$ cat config.mk
export PLATFORM = sky130hd
export DESIGN_NAME = obstacle_avoidance_drive_fsm
export DESIGN_NICKNAME = d
export VERILOG_FILES = /design/src/rtl/oad_pkg.sv /design/src/rtl/oad_front.sv /design/src/rtl/oad_core.sv /design/src/rtl/obstacle_avoidance_drive_fsm.sv
export SDC_FILE = /design/constraint.sdc
export NUM_CORES = 1
export LEC_CHECK = 0
export BUFFER_PORTS_ARGS = -buffer_cell sky130_fd_sc_hd__buf_2
export CAP_MARGIN = 0
export CELL_PAD_IN_SITES_DETAIL_PLACEMENT = 2
export CELL_PAD_IN_SITES_GLOBAL_PLACEMENT = 2
export CORE_ASPECT_RATIO = 0.75
export CORE_UTILIZATION = 43
export DETAILED_ROUTE_END_ITERATION = 12
export HOLD_SLACK_MARGIN = 0.06
export PLACE_DENSITY_LB_ADDON = 0.1
export SLEW_MARGIN = 20
export SYNTH_ARGS = -nofsm -noshare
export SYNTH_HDL_FRONTEND = slang
export SYNTH_HIERARCHICAL = 1
export SYNTH_SLANG_ARGS = --single-unit
$ cat constraint.sdc
create_clock -name clk -period 13.92 [get_ports clk]
set_input_delay 1.392 -clock clk [delete_from_list [all_inputs] [get_ports clk]]
set_output_delay 1.392 -clock clk [all_outputs]
set_load 0.05 [all_outputs]
$ cat src/rtl/oad_pkg.sv
// ----------------------------------------------------------------------------
// oad_pkg: shared types and constants of the obstacle avoidance drive block
// Sensor weight tables, wall flag map, stage payload and mode codes.
// ----------------------------------------------------------------------------
`default_nettype none

package oad_pkg;

  // field widths
  localparam int IDX_W    = 4;
  localparam int RD_W     = 10;
  localparam int CFG_W    = 16;
  localparam int CFG_IX_W = 2;
  localparam int WT_W     = 10;
  localparam int MOD_W    = 10;
  localparam int PROD_W   = WT_W + MOD_W;
  localparam int TOT_W    = 22;
  localparam int SPD_W    = 17;
  localparam int DM_W     = 2;
  localparam int WALL_W   = 4;
  localparam int IN_TD_W  = 16;
  localparam int OUT_TD_W = 40;

  localparam int NUM_SENSORS_DEF = 16;

  // near level and the offset of 10*v
  localparam logic [RD_W-1:0] NEAR_LEVEL = 10'd922;
  localparam logic [13:0]     MOD_OFFSET = 14'd9216;

  // configuration register indexes
  localparam logic [CFG_IX_W-1:0] REG_WEIGHT_THRESHOLD = 2'd0;
  localparam logic [CFG_IX_W-1:0] REG_FULL_SPEED       = 2'd1;
  localparam logic [CFG_IX_W-1:0] REG_TURN_SPEED       = 2'd2;

  localparam logic [CFG_W-1:0] THRESHOLD_RST  = 16'd100;
  localparam logic [CFG_W-1:0] FULL_SPEED_RST = 16'd5240;
  localparam logic [CFG_W-1:0] TURN_SPEED_RST = 16'd3668;

  // drive mode codes as seen on the result beat
  localparam logic [DM_W-1:0] DRIVE_FORWARD = 2'd0;
  localparam logic [DM_W-1:0] DRIVE_LEFT    = 2'd1;
  localparam logic [DM_W-1:0] DRIVE_RIGHT   = 2'd2;

  // internal mode state
  typedef enum logic [2:0] {
    MODE_FWD   = 3'b001,
    MODE_LEFT  = 3'b010,
    MODE_RIGHT = 3'b100
  } mode_t;

  // decoded sample handed from the input stage to the core
  typedef struct packed {
    logic              valid;
    logic              last;
    logic              near;
    logic              zero;
    logic [WALL_W-1:0] wall_mask;
    logic [PROD_W-1:0] lprod;
    logic [PROD_W-1:0] rprod;
  } stage_t;

  function automatic logic [WT_W-1:0] left_weight(input logic [IDX_W-1:0] idx);
    case (idx)
      4'd0:    left_weight = 10'd150;
      4'd1:    left_weight = 10'd200;
      4'd2:    left_weight = 10'd300;
      4'd3:    left_weight = 10'd600;
      default: left_weight = 10'd0;
    endcase
  endfunction

  function automatic logic [WT_W-1:0] right_weight(input logic [IDX_W-1:0] idx);
    case (idx)
      4'd4:    right_weight = 10'd600;
      4'd5:    right_weight = 10'd300;
      4'd6:    right_weight = 10'd200;
      4'd7:    right_weight = 10'd150;
      default: right_weight = 10'd0;
    endcase
  endfunction

  // front, right, back, left sensors
  function automatic logic [WALL_W-1:0] wall_mask_of(input logic [IDX_W-1:0] idx);
    case (idx)
      4'd4:    wall_mask_of = 4'b0001;
      4'd7:    wall_mask_of = 4'b0010;
      4'd12:   wall_mask_of = 4'b0100;
      4'd0:    wall_mask_of = 4'b1000;
      default: wall_mask_of = 4'b0000;
    endcase
  endfunction

endpackage

`default_nettype wire

$ cat src/rtl/oad_front.sv
// ----------------------------------------------------------------------------
// oad_front: input stage
// Registers one sample beat, decodes near/zero and forms the weighted terms.
// ----------------------------------------------------------------------------
`default_nettype none

module oad_front #(
  parameter int NUM_SENSORS = oad_pkg::NUM_SENSORS_DEF
) (
  input  wire logic                       clk,
  input  wire logic                       rst,
  input  wire logic                       in_valid,
  output logic                            in_ready,
  input  wire logic [oad_pkg::IDX_W-1:0]  in_idx,
  input  wire logic [oad_pkg::RD_W-1:0]   in_reading,
  input  wire logic                       in_last,
  input  wire logic                       advance,
  output oad_pkg::stage_t                 stage
);

  logic                         in_range;
  logic                         near;
  logic [13:0]                  times10;
  logic [oad_pkg::MOD_W-1:0]    mod;
  logic [oad_pkg::WT_W-1:0]     lw;
  logic [oad_pkg::WT_W-1:0]     rw;
  oad_pkg::stage_t              stage_next;

  assign in_ready = !stage.valid || advance;

  // decode and weight the incoming sample
  always_comb begin
    in_range = ({1'b0, in_idx} < 5'(NUM_SENSORS));
    near     = in_range && (in_reading >= oad_pkg::NEAR_LEVEL);
    times10  = {in_reading, 3'b000} + {3'b000, in_reading, 1'b0};
    mod      = oad_pkg::MOD_W'(times10 - oad_pkg::MOD_OFFSET);
    lw       = near ? oad_pkg::left_weight(in_idx) : '0;
    rw       = near ? oad_pkg::right_weight(in_idx) : '0;
    stage_next.valid     = 1'b1;
    stage_next.last      = in_last;
    stage_next.near      = near;
    stage_next.zero      = in_range && (in_reading == '0);
    stage_next.wall_mask = oad_pkg::wall_mask_of(in_idx);
    stage_next.lprod     = {{oad_pkg::MOD_W{1'b0}}, lw} * {{oad_pkg::WT_W{1'b0}}, mod};
    stage_next.rprod     = {{oad_pkg::MOD_W{1'b0}}, rw} * {{oad_pkg::WT_W{1'b0}}, mod};
  end

  // input register
  always_ff @(posedge clk) begin
    if (rst) begin
      stage.valid <= 1'b0;
    end else if (in_valid && in_ready) begin
      stage <= stage_next;
    end else if (advance) begin
      stage.valid <= 1'b0;
    end
  end

endmodule

`default_nettype wire

$ cat src/rtl/oad_core.sv
// ----------------------------------------------------------------------------
// oad_core: accumulators, wall flags, mode machine and result register
// Folds each decoded sample into the totals and emits a result on tick end.
// ----------------------------------------------------------------------------
`default_nettype none

module oad_core (
  input  wire logic                          clk,
  input  wire logic                          rst,
  input  wire logic                          cfg_we,
  input  wire logic [oad_pkg::CFG_IX_W-1:0]  cfg_index,
  input  wire logic [oad_pkg::CFG_W-1:0]     cfg_data,
  input  wire oad_pkg::stage_t               stage,
  output logic                               advance,
  output logic                               out_valid,
  input  wire logic                          out_ready,
  output logic [oad_pkg::OUT_TD_W-1:0]       out_data
);

  logic [oad_pkg::CFG_W-1:0]  weight_threshold;
  logic [oad_pkg::CFG_W-1:0]  full_speed;
  logic [oad_pkg::CFG_W-1:0]  turn_speed;
  logic [oad_pkg::TOT_W-1:0]  left_total;
  logic [oad_pkg::TOT_W-1:0]  right_total;
  logic [oad_pkg::WALL_W-1:0] wall_bits;
  oad_pkg::mode_t             mode;

  logic [oad_pkg::TOT_W:0]    lsum;
  logic [oad_pkg::TOT_W:0]    rsum;
  logic [oad_pkg::TOT_W-1:0]  left_total_next;
  logic [oad_pkg::TOT_W-1:0]  right_total_next;
  logic [oad_pkg::WALL_W-1:0] wall_bits_next;
  logic [25:0]                limit;
  logic                       lhigh;
  logic                       rhigh;
  oad_pkg::mode_t             mode_next;
  logic [oad_pkg::SPD_W-1:0]  fs;
  logic [oad_pkg::SPD_W-1:0]  ts;
  logic [oad_pkg::SPD_W-1:0]  ts_neg;
  logic [oad_pkg::SPD_W-1:0]  ls;
  logic [oad_pkg::SPD_W-1:0]  rs;
  logic [oad_pkg::DM_W-1:0]   dm;

  // a tick-end sample waits while the result register is still full
  assign advance = stage.valid && (!stage.last || !out_valid || out_ready);

  // configuration registers
  always_ff @(posedge clk) begin
    if (rst) begin
      weight_threshold <= oad_pkg::THRESHOLD_RST;
      full_speed       <= oad_pkg::FULL_SPEED_RST;
      turn_speed       <= oad_pkg::TURN_SPEED_RST;
    end else if (cfg_we) begin
      case (cfg_index)
        oad_pkg::REG_WEIGHT_THRESHOLD: weight_threshold <= cfg_data;
        oad_pkg::REG_FULL_SPEED:       full_speed       <= cfg_data;
        oad_pkg::REG_TURN_SPEED:       turn_speed       <= cfg_data;
        default: ;
      endcase
    end
  end

  // saturating accumulate and wall flag update
  always_comb begin
    lsum = {1'b0, left_total} + {3'b000, stage.lprod};
    rsum = {1'b0, right_total} + {3'b000, stage.rprod};
    left_total_next  = lsum[oad_pkg::TOT_W] ? '1 : lsum[oad_pkg::TOT_W-1:0];
    right_total_next = rsum[oad_pkg::TOT_W] ? '1 : rsum[oad_pkg::TOT_W-1:0];
    if (stage.zero) begin
      wall_bits_next = wall_bits & ~stage.wall_mask;
    end else if (stage.near) begin
      wall_bits_next = wall_bits | stage.wall_mask;
    end else begin
      wall_bits_next = wall_bits;
    end
  end

  // mode machine on the updated totals
  always_comb begin
    limit = {weight_threshold, 10'b0};
    lhigh = {4'b0000, left_total_next} > limit;
    rhigh = {4'b0000, right_total_next} > limit;
    case (mode)
      oad_pkg::MODE_LEFT, oad_pkg::MODE_RIGHT: begin
        mode_next = (lhigh || rhigh) ? mode : oad_pkg::MODE_FWD;
      end
      default: begin
        if (lhigh) begin
          mode_next = oad_pkg::MODE_LEFT;
        end else if (rhigh) begin
          mode_next = oad_pkg::MODE_RIGHT;
        end else begin
          mode_next = oad_pkg::MODE_FWD;
        end
      end
    endcase
  end

  // wheel speeds for the new mode
  always_comb begin
    fs     = {1'b0, full_speed};
    ts     = {1'b0, turn_speed};
    ts_neg = oad_pkg::SPD_W'(0) - ts;
    case (mode_next)
      oad_pkg::MODE_LEFT: begin
        ls = ts;
        rs = ts_neg;
        dm = oad_pkg::DRIVE_LEFT;
      end
      oad_pkg::MODE_RIGHT: begin
        ls = ts_neg;
        rs = ts;
        dm = oad_pkg::DRIVE_RIGHT;
      end
      default: begin
        ls = fs;
        rs = fs;
        dm = oad_pkg::DRIVE_FORWARD;
      end
    endcase
  end

  // state registers
  always_ff @(posedge clk) begin
    if (rst) begin
      left_total  <= '0;
      right_total <= '0;
      wall_bits   <= '0;
      mode        <= oad_pkg::MODE_FWD;
    end else if (advance) begin
      wall_bits <= wall_bits_next;
      if (stage.last) begin
        left_total  <= '0;
        right_total <= '0;
        mode        <= mode_next;
      end else begin
        left_total  <= left_total_next;
        right_total <= right_total_next;
      end
    end
  end

  // result register
  always_ff @(posedge clk) begin
    if (rst) begin
      out_valid <= 1'b0;
    end else if (advance && stage.last) begin
      out_valid <= 1'b1;
    end else if (out_ready) begin
      out_valid <= 1'b0;
    end
  end

  always_ff @(posedge clk) begin
    if (advance && stage.last) begin
      out_data <= {wall_bits_next, dm, rs, ls};
    end
  end

endmodule

`default_nettype wire

$ cat src/rtl/obstacle_avoidance_drive_fsm.sv
// A tick-end sample beat is held in the input register, then in the result register.
// Throughput: one sample beat per cycle when not stalled by a full result register.
// A tick-end beat waits in the input register only while the result register is full.
// Reset (synchronous, rst high) clears totals, wall flags, mode and both valid flags
// and loads the configuration registers with their defaults.
// ----------------------------------------------------------------------------
// obstacle_avoidance_drive_fsm: weighted range-sensor obstacle avoidance
// Sample stream in, wheel speed command out once per control tick.
// ----------------------------------------------------------------------------
`default_nettype none

module obstacle_avoidance_drive_fsm #(
  parameter int NUM_SENSORS = oad_pkg::NUM_SENSORS_DEF
) (
  input  wire logic                          clk,
  input  wire logic                          rst,
  input  wire logic                          cfg_we,
  input  wire logic [oad_pkg::CFG_IX_W-1:0]  cfg_index,
  input  wire logic [oad_pkg::CFG_W-1:0]     cfg_data,
  input  wire logic                          s_tvalid,
  output logic                               s_tready,
  // sensor_index[3:0], sensor_reading[13:4], zero pad[15:14]
  input  wire logic [oad_pkg::IN_TD_W-1:0]   s_tdata,
  input  wire logic                          s_tlast,
  output logic                               m_tvalid,
  input  wire logic                          m_tready,
  // left_speed[16:0], right_speed[33:17], drive_mode[35:34], wall_flags[39:36]
  output logic [oad_pkg::OUT_TD_W-1:0]       m_tdata
);

  oad_pkg::stage_t stage;
  logic            advance;

  oad_front #(
    .NUM_SENSORS (NUM_SENSORS)
  ) u_front (
    .clk        (clk),
    .rst        (rst),
    .in_valid   (s_tvalid),
    .in_ready   (s_tready),
    .in_idx     (s_tdata[3:0]),
    .in_reading (s_tdata[13:4]),
    .in_last    (s_tlast),
    .advance    (advance),
    .stage      (stage)
  );

  oad_core u_core (
    .clk       (clk),
    .rst       (rst),
    .cfg_we    (cfg_we),
    .cfg_index (cfg_index),
    .cfg_data  (cfg_data),
    .stage     (stage),
    .advance   (advance),
    .out_valid (m_tvalid),
    .out_ready (m_tready),
    .out_data  (m_tdata)
  );

endmodule

`default_nettype wire

# After elaboration in Yosys (flattened, before gate mapping)
# Cells that the tools add are included.
# Widths: inputs -> output; s select.
classes:
  add_sub_neg: 5
  mul: 2
  order_cmp: 3
  n_eq_ne: 14
  muxes: 22
  bitwise_logic: 4
  n_reduce_logical: 21
ops:
  columns: ["operator", "count"]
  rows:
  - ["$mux 22", 4]
  - ["$pmux 10 s4", 2]
  - ["$pmux 17 s2", 2]
  - ["$gt 22x26->1", 2]
  - ["$add 22x20->23", 2]
  - ["$mul 10x10->20", 2]
  - ["$mux 10", 2]
  - ["$sub 1x16->17 const A", 1]
  - ["$eq 4x3->1 const B", 4]
  - ["$pmux 4 s4", 1]
  - ["$mux 3", 4]
  - ["$add 10x10->10", 1]
  - ["$ge 10x10->1 const B", 1]
  - ["$logic_not 10->1", 1]
  - ["$reduce_and 2->1", 5]
  - ["$sub 10x1->10 const B", 1]
  - ["$eq 4x2->1 const B", 2]
  - ["$mux 4", 2]
  - ["$eq 3x2->1 const B", 2]
  - ["$eq 3x3->1 const B", 2]
  - ["$and 4x4->4", 1]
  - ["$eq 4x1->1 const B", 1]
  - ["$eq 4x4->1 const B", 1]
  - ["$logic_not 4->1", 1]
  - ["13 further kinds", 24]
word_totals:
  regBits: 188
  inputBits: 40
  output_inout_bits: 42

# Logic depth before layout (Yosys ltp)
logic_depth:
  word_depth: 8
  ltp_mapped: 25
  ltp_nobuf: 23

# Cells and area by module
# Netlist, hierarchy kept.
by_module_without_submodules:
  columns: ["mod", "instances", "cells_per_inst", "area_each_um2", "seq_area_each_um2"]
  rows:
  - ["oad_core", 1, 1017, 8535.7, 3173.0]
  - ["oad_front", 1, 734, 7150.6, 1311.3]

# Least setup slack after synthesis
# No wires, ideal clock.
synth_timing:
  path_kind: "input-to-reg"
  startpoint: "input port s_tdata[4] (netlist bit)"
  endpoint: "register u_front/stage[39] (netlist name)"
  t_arrival_ns: 6.694
  path_slack_ns: 6.967
  cell_stages: 21
  cell_sequence: "ha_1 -> fa_1 -> a21o_1 -> a21oi_1 -> nand4b_1 -> nand3_1 -> buf_2 -> nor2_1 -> fa_1 -> fa_1 -> inv_1 -> fa_1 -> inv_1 -> fa_1 -> ha_1 -> ha_1 -> or3_1 -> a211oi_1 -> o21ai_0 -> a21oi_1 -> xnor2_1"
synth_lines:
  columns: ["item", "line_no", "source"]
  rows:
  - ["start: declaration", "obstacle_avoidance_drive_fsm.sv:23", "input wire logic [oad_pkg::IN_TD_W-1:0] s_tdata,"]

==> flow_summary.toml <==
[sta]
setup_violations = 0
layout_worst_path_cycle_share_pct = 56.2
slew_violations = 0
fmax_mhz = 128
tns_ns = 0
hold_viol_final = 0
finalCriticalPeriod_ns = 7.83
rsz0062_at_grt = "false"
whs_ns = 0.463
skew_ns = 0.0179
worst_pin_slew_ns = 0.915
maxSlewHeadroom_pct = 38.8
setup_ws_ns = 6.09

[setup_path]
slowest_delay_ns = 0.56
end_kind = "flip-flop"
cp_max_fo = 18
cp.arrival_ns = 8.09
crit_path_start_kind = "primary input"
worst-path-buf-inv = 2
critical_path_class = "in -> reg"
cp.required_ns = 14.19
crit_top_cell = "fa_1"
critPathTopFamily = "adder cells"
path_cells = "buf_2, ha_1, fa_1, a21o_1, a21oi_1, nand4b_1, nand3_1, nand2b_1, fa_1, fa_1, inv_1, fa_1, fa_1, ha_1, ha_1, nand2_1, o211a_1, o21bai_1, or4b_1, o211ai_1"
slowest_stage = "fa_1"

[clock_network]
clkTransAtPathRegs_ns = 0.07
clk_latency_ns = 0.45
cts_resized = 0
cts.sinks = 183
ctsHoldBuffers = 0
numCtsBuffers = 17
cts_setup_buffers = 0
clockRootBuffer = "clkbuf_16"
cts_max_path_buffers = 2
cts_tree = "built"
htreeDepth = 4

[synthesis]
synthTopCellsByCount = "nand2_1 (235), ha_1 (171), nor2_1 (157), inv_1 (146), a21oi_1 (129)"
yosysWarnings = 6
synthCells = 1751
synth_cell_types = 85
syn_area_per_cell_um2 = 8.96
ys.flop_type = "dfxtp_1"
syn_area_um2 = 15700
synthTopCellsByArea = "edfxtp_1 (16%), ha_1 (14%), fa_1 (13%)"
synth_largest_area_cell = "edfxtp_1"
synth_edf_count = 82
synth-seq-cells = 183
synth_compound_area_share_pct = 16.5
synth.most_common_cell = "nand2_1"
synth_mux_area_share_pct = 0.199
yosysTopAreaCellShare_pct = 15.7
yosysSeqAreaShare_pct = 28.6
synth_xor_area_share_pct = 3.29
synth-simple-area-share_pct = 19.0
synth_fa_ha_area_share_pct = 26.8
synth_top_family_by_area = "adder cells"
synth-async-reset-ratio_pct = 0

[die]
coreArea_um2 = 35900
fp.dieW_um = 223
die-area_um2 = 37300
die_h_um = 167
start_util_pct = 43.7
io_pins = 82
core.rowCount = 60

[detailed_routing]
dr.pass1.iters = 5
via_count = 13500
drc = 0
wl_um = 52500
ant_nets = 0
wire_per_inst_um = 23.0
routed_via_density = 5.93
drt_iter0_drc = 691

[final_layout]
final_area_um2 = 17100
layout.cells.non_filler = 2278
fin_util_pct = 47.7
fillers = 3931
syn_to_final_growth_pct = 9.04
final_nets = 2113
multi_input_area_um2 = 10400
drive_gt1_share_pct = 9.16
register_area_um2 = 4480

[power_and_ir_drop]
p_leak_nw = 8.08
powerDensity_nw_per_um2 = 81.0
power_mw = 1.39
vdd_ir_drop_max_mv = 0.0592

[global_route]
track_usage_pct = 29.0
grt_first_pass_wirelength_um = 84400
grt_pass1_vias = 15000
grt_max_degree = 67
antenna_found_initial = 0
grt-ovfl-total = 0

[flow_run]
cap_violations = 0

[placed_design]
placed_area_um2 = 16500
hpwlAfterDp_um = 40300
io_buffers = 79
dp_slack_ns = 5.65
routabilityCongestion = 0.836
post-place-cells = 2244

[outcome]
outcome = "finished clean"

[min_path]
hold_class = "reg -> reg"
[tightest hold or removal path: stages, from the launching register on]
cell,delay (ns)
dfxtp_1,0.31
nand2_1,0.05
a21oi_1,0.05
[path summary, 6_finish.rpt]
path	to	cells after the start	start	slack [ns]
worst max-delay path	u_front/stage[17]$_DFFE_PP_	20	s_tdata[4]	6.09
worst min-delay path	u_core/weight_threshold[11]$_SDFFE_PP0P_	2	u_core/weight_threshold[11]$_SDFFE_PP0P_	0.46
worst max register to register	u_core/out_data[4]$_DFFE_PP_	22	u_front/stage[7]$_DFFE_PP_	7.04
worst min register to register	u_core/weight_threshold[11]$_SDFFE_PP0P_	2	u_core/weight_threshold[11]$_SDFFE_PP0P_	0.46
[sequential cells by signal (all words and copies together), names as in the netlist]
signal and cells:
u_core/full_speed 16, u_core/left_total 22, u_core/mode 3, u_core/out_data 39
u_core/out_valid 1, u_core/right_total 22, u_core/turn_speed 16, u_core/wall_bits 4
u_core/weight_threshold 16, u_front/stage 44
[layout make-up]
type / instances / share of cell area [%]
Antenna cell: 1 / 0.0146
Clock buffer: 23 / 2.88
Clock inverter: 9 / 0.380
Inverter: 148 / 3.25
Multi-Input combinational cell: 1353 / 60.7
Sequential cell: 183 / 26.2
Tap cell: 465 / 3.40
Timing Repair Buffer: 96 / 3.17
[power breakdown]
part	internal [mW]	leakage, nW	total (mW)	switching [mW]
Clock	0.252	0.281	0.479	0.226
Sequential	0.589	1.62	0.604	0.0150
Combinational	0.0958	6.18	0.303	0.207
[routing by layer]
layer  vias to the layer above  global-route usage [%]  wire length [µm]
li1                       6211                       -                 -
met1                      7037                    40.7             25400
met2                       218                    48.6             24900
met3                        40                    2.98              1580
met4                         0                    5.76               549
met5                         -                       0                 0
[layout by cell type, fill, tap and decap left out, types with 17 or more instances in the layout]
master	instances
nand2_1	234
ha_1	171
nor2_1	154
inv_1	146
a21oi_1	129
fa_1	103
dfxtp_1	101
edfxtp_1	82
buf_2	79
o21ai_0	53
xnor2_1	38
nor3_1	35
nand3_1	34
and2_1	33
a21o_1	31
and3_1	24
a211oi_1	22
xor2_1	21
o21a_1	19
clkbuf_16	18
nand2b_1	18
a22oi_1	18
o211ai_1	17
[kinds of logic (layout without fill, tap and decap cells)]
| logic type | Yosys count | in the layout |
|---|---|---|
| and+or+nand+nor | 627 | 627 |
| muxes | 3 | 3 |
| xor gates and xnor gates | 59 | 59 |
| other | 1 | 5 |
| AOI/OAI and AO/OA | 386 | 386 |
| DFF | 183 | 183 |
| adders and majority gates | 274 | 274 |
| buffers and inverters | 218 | 276 |
Power figures use the tool's default switching activity.
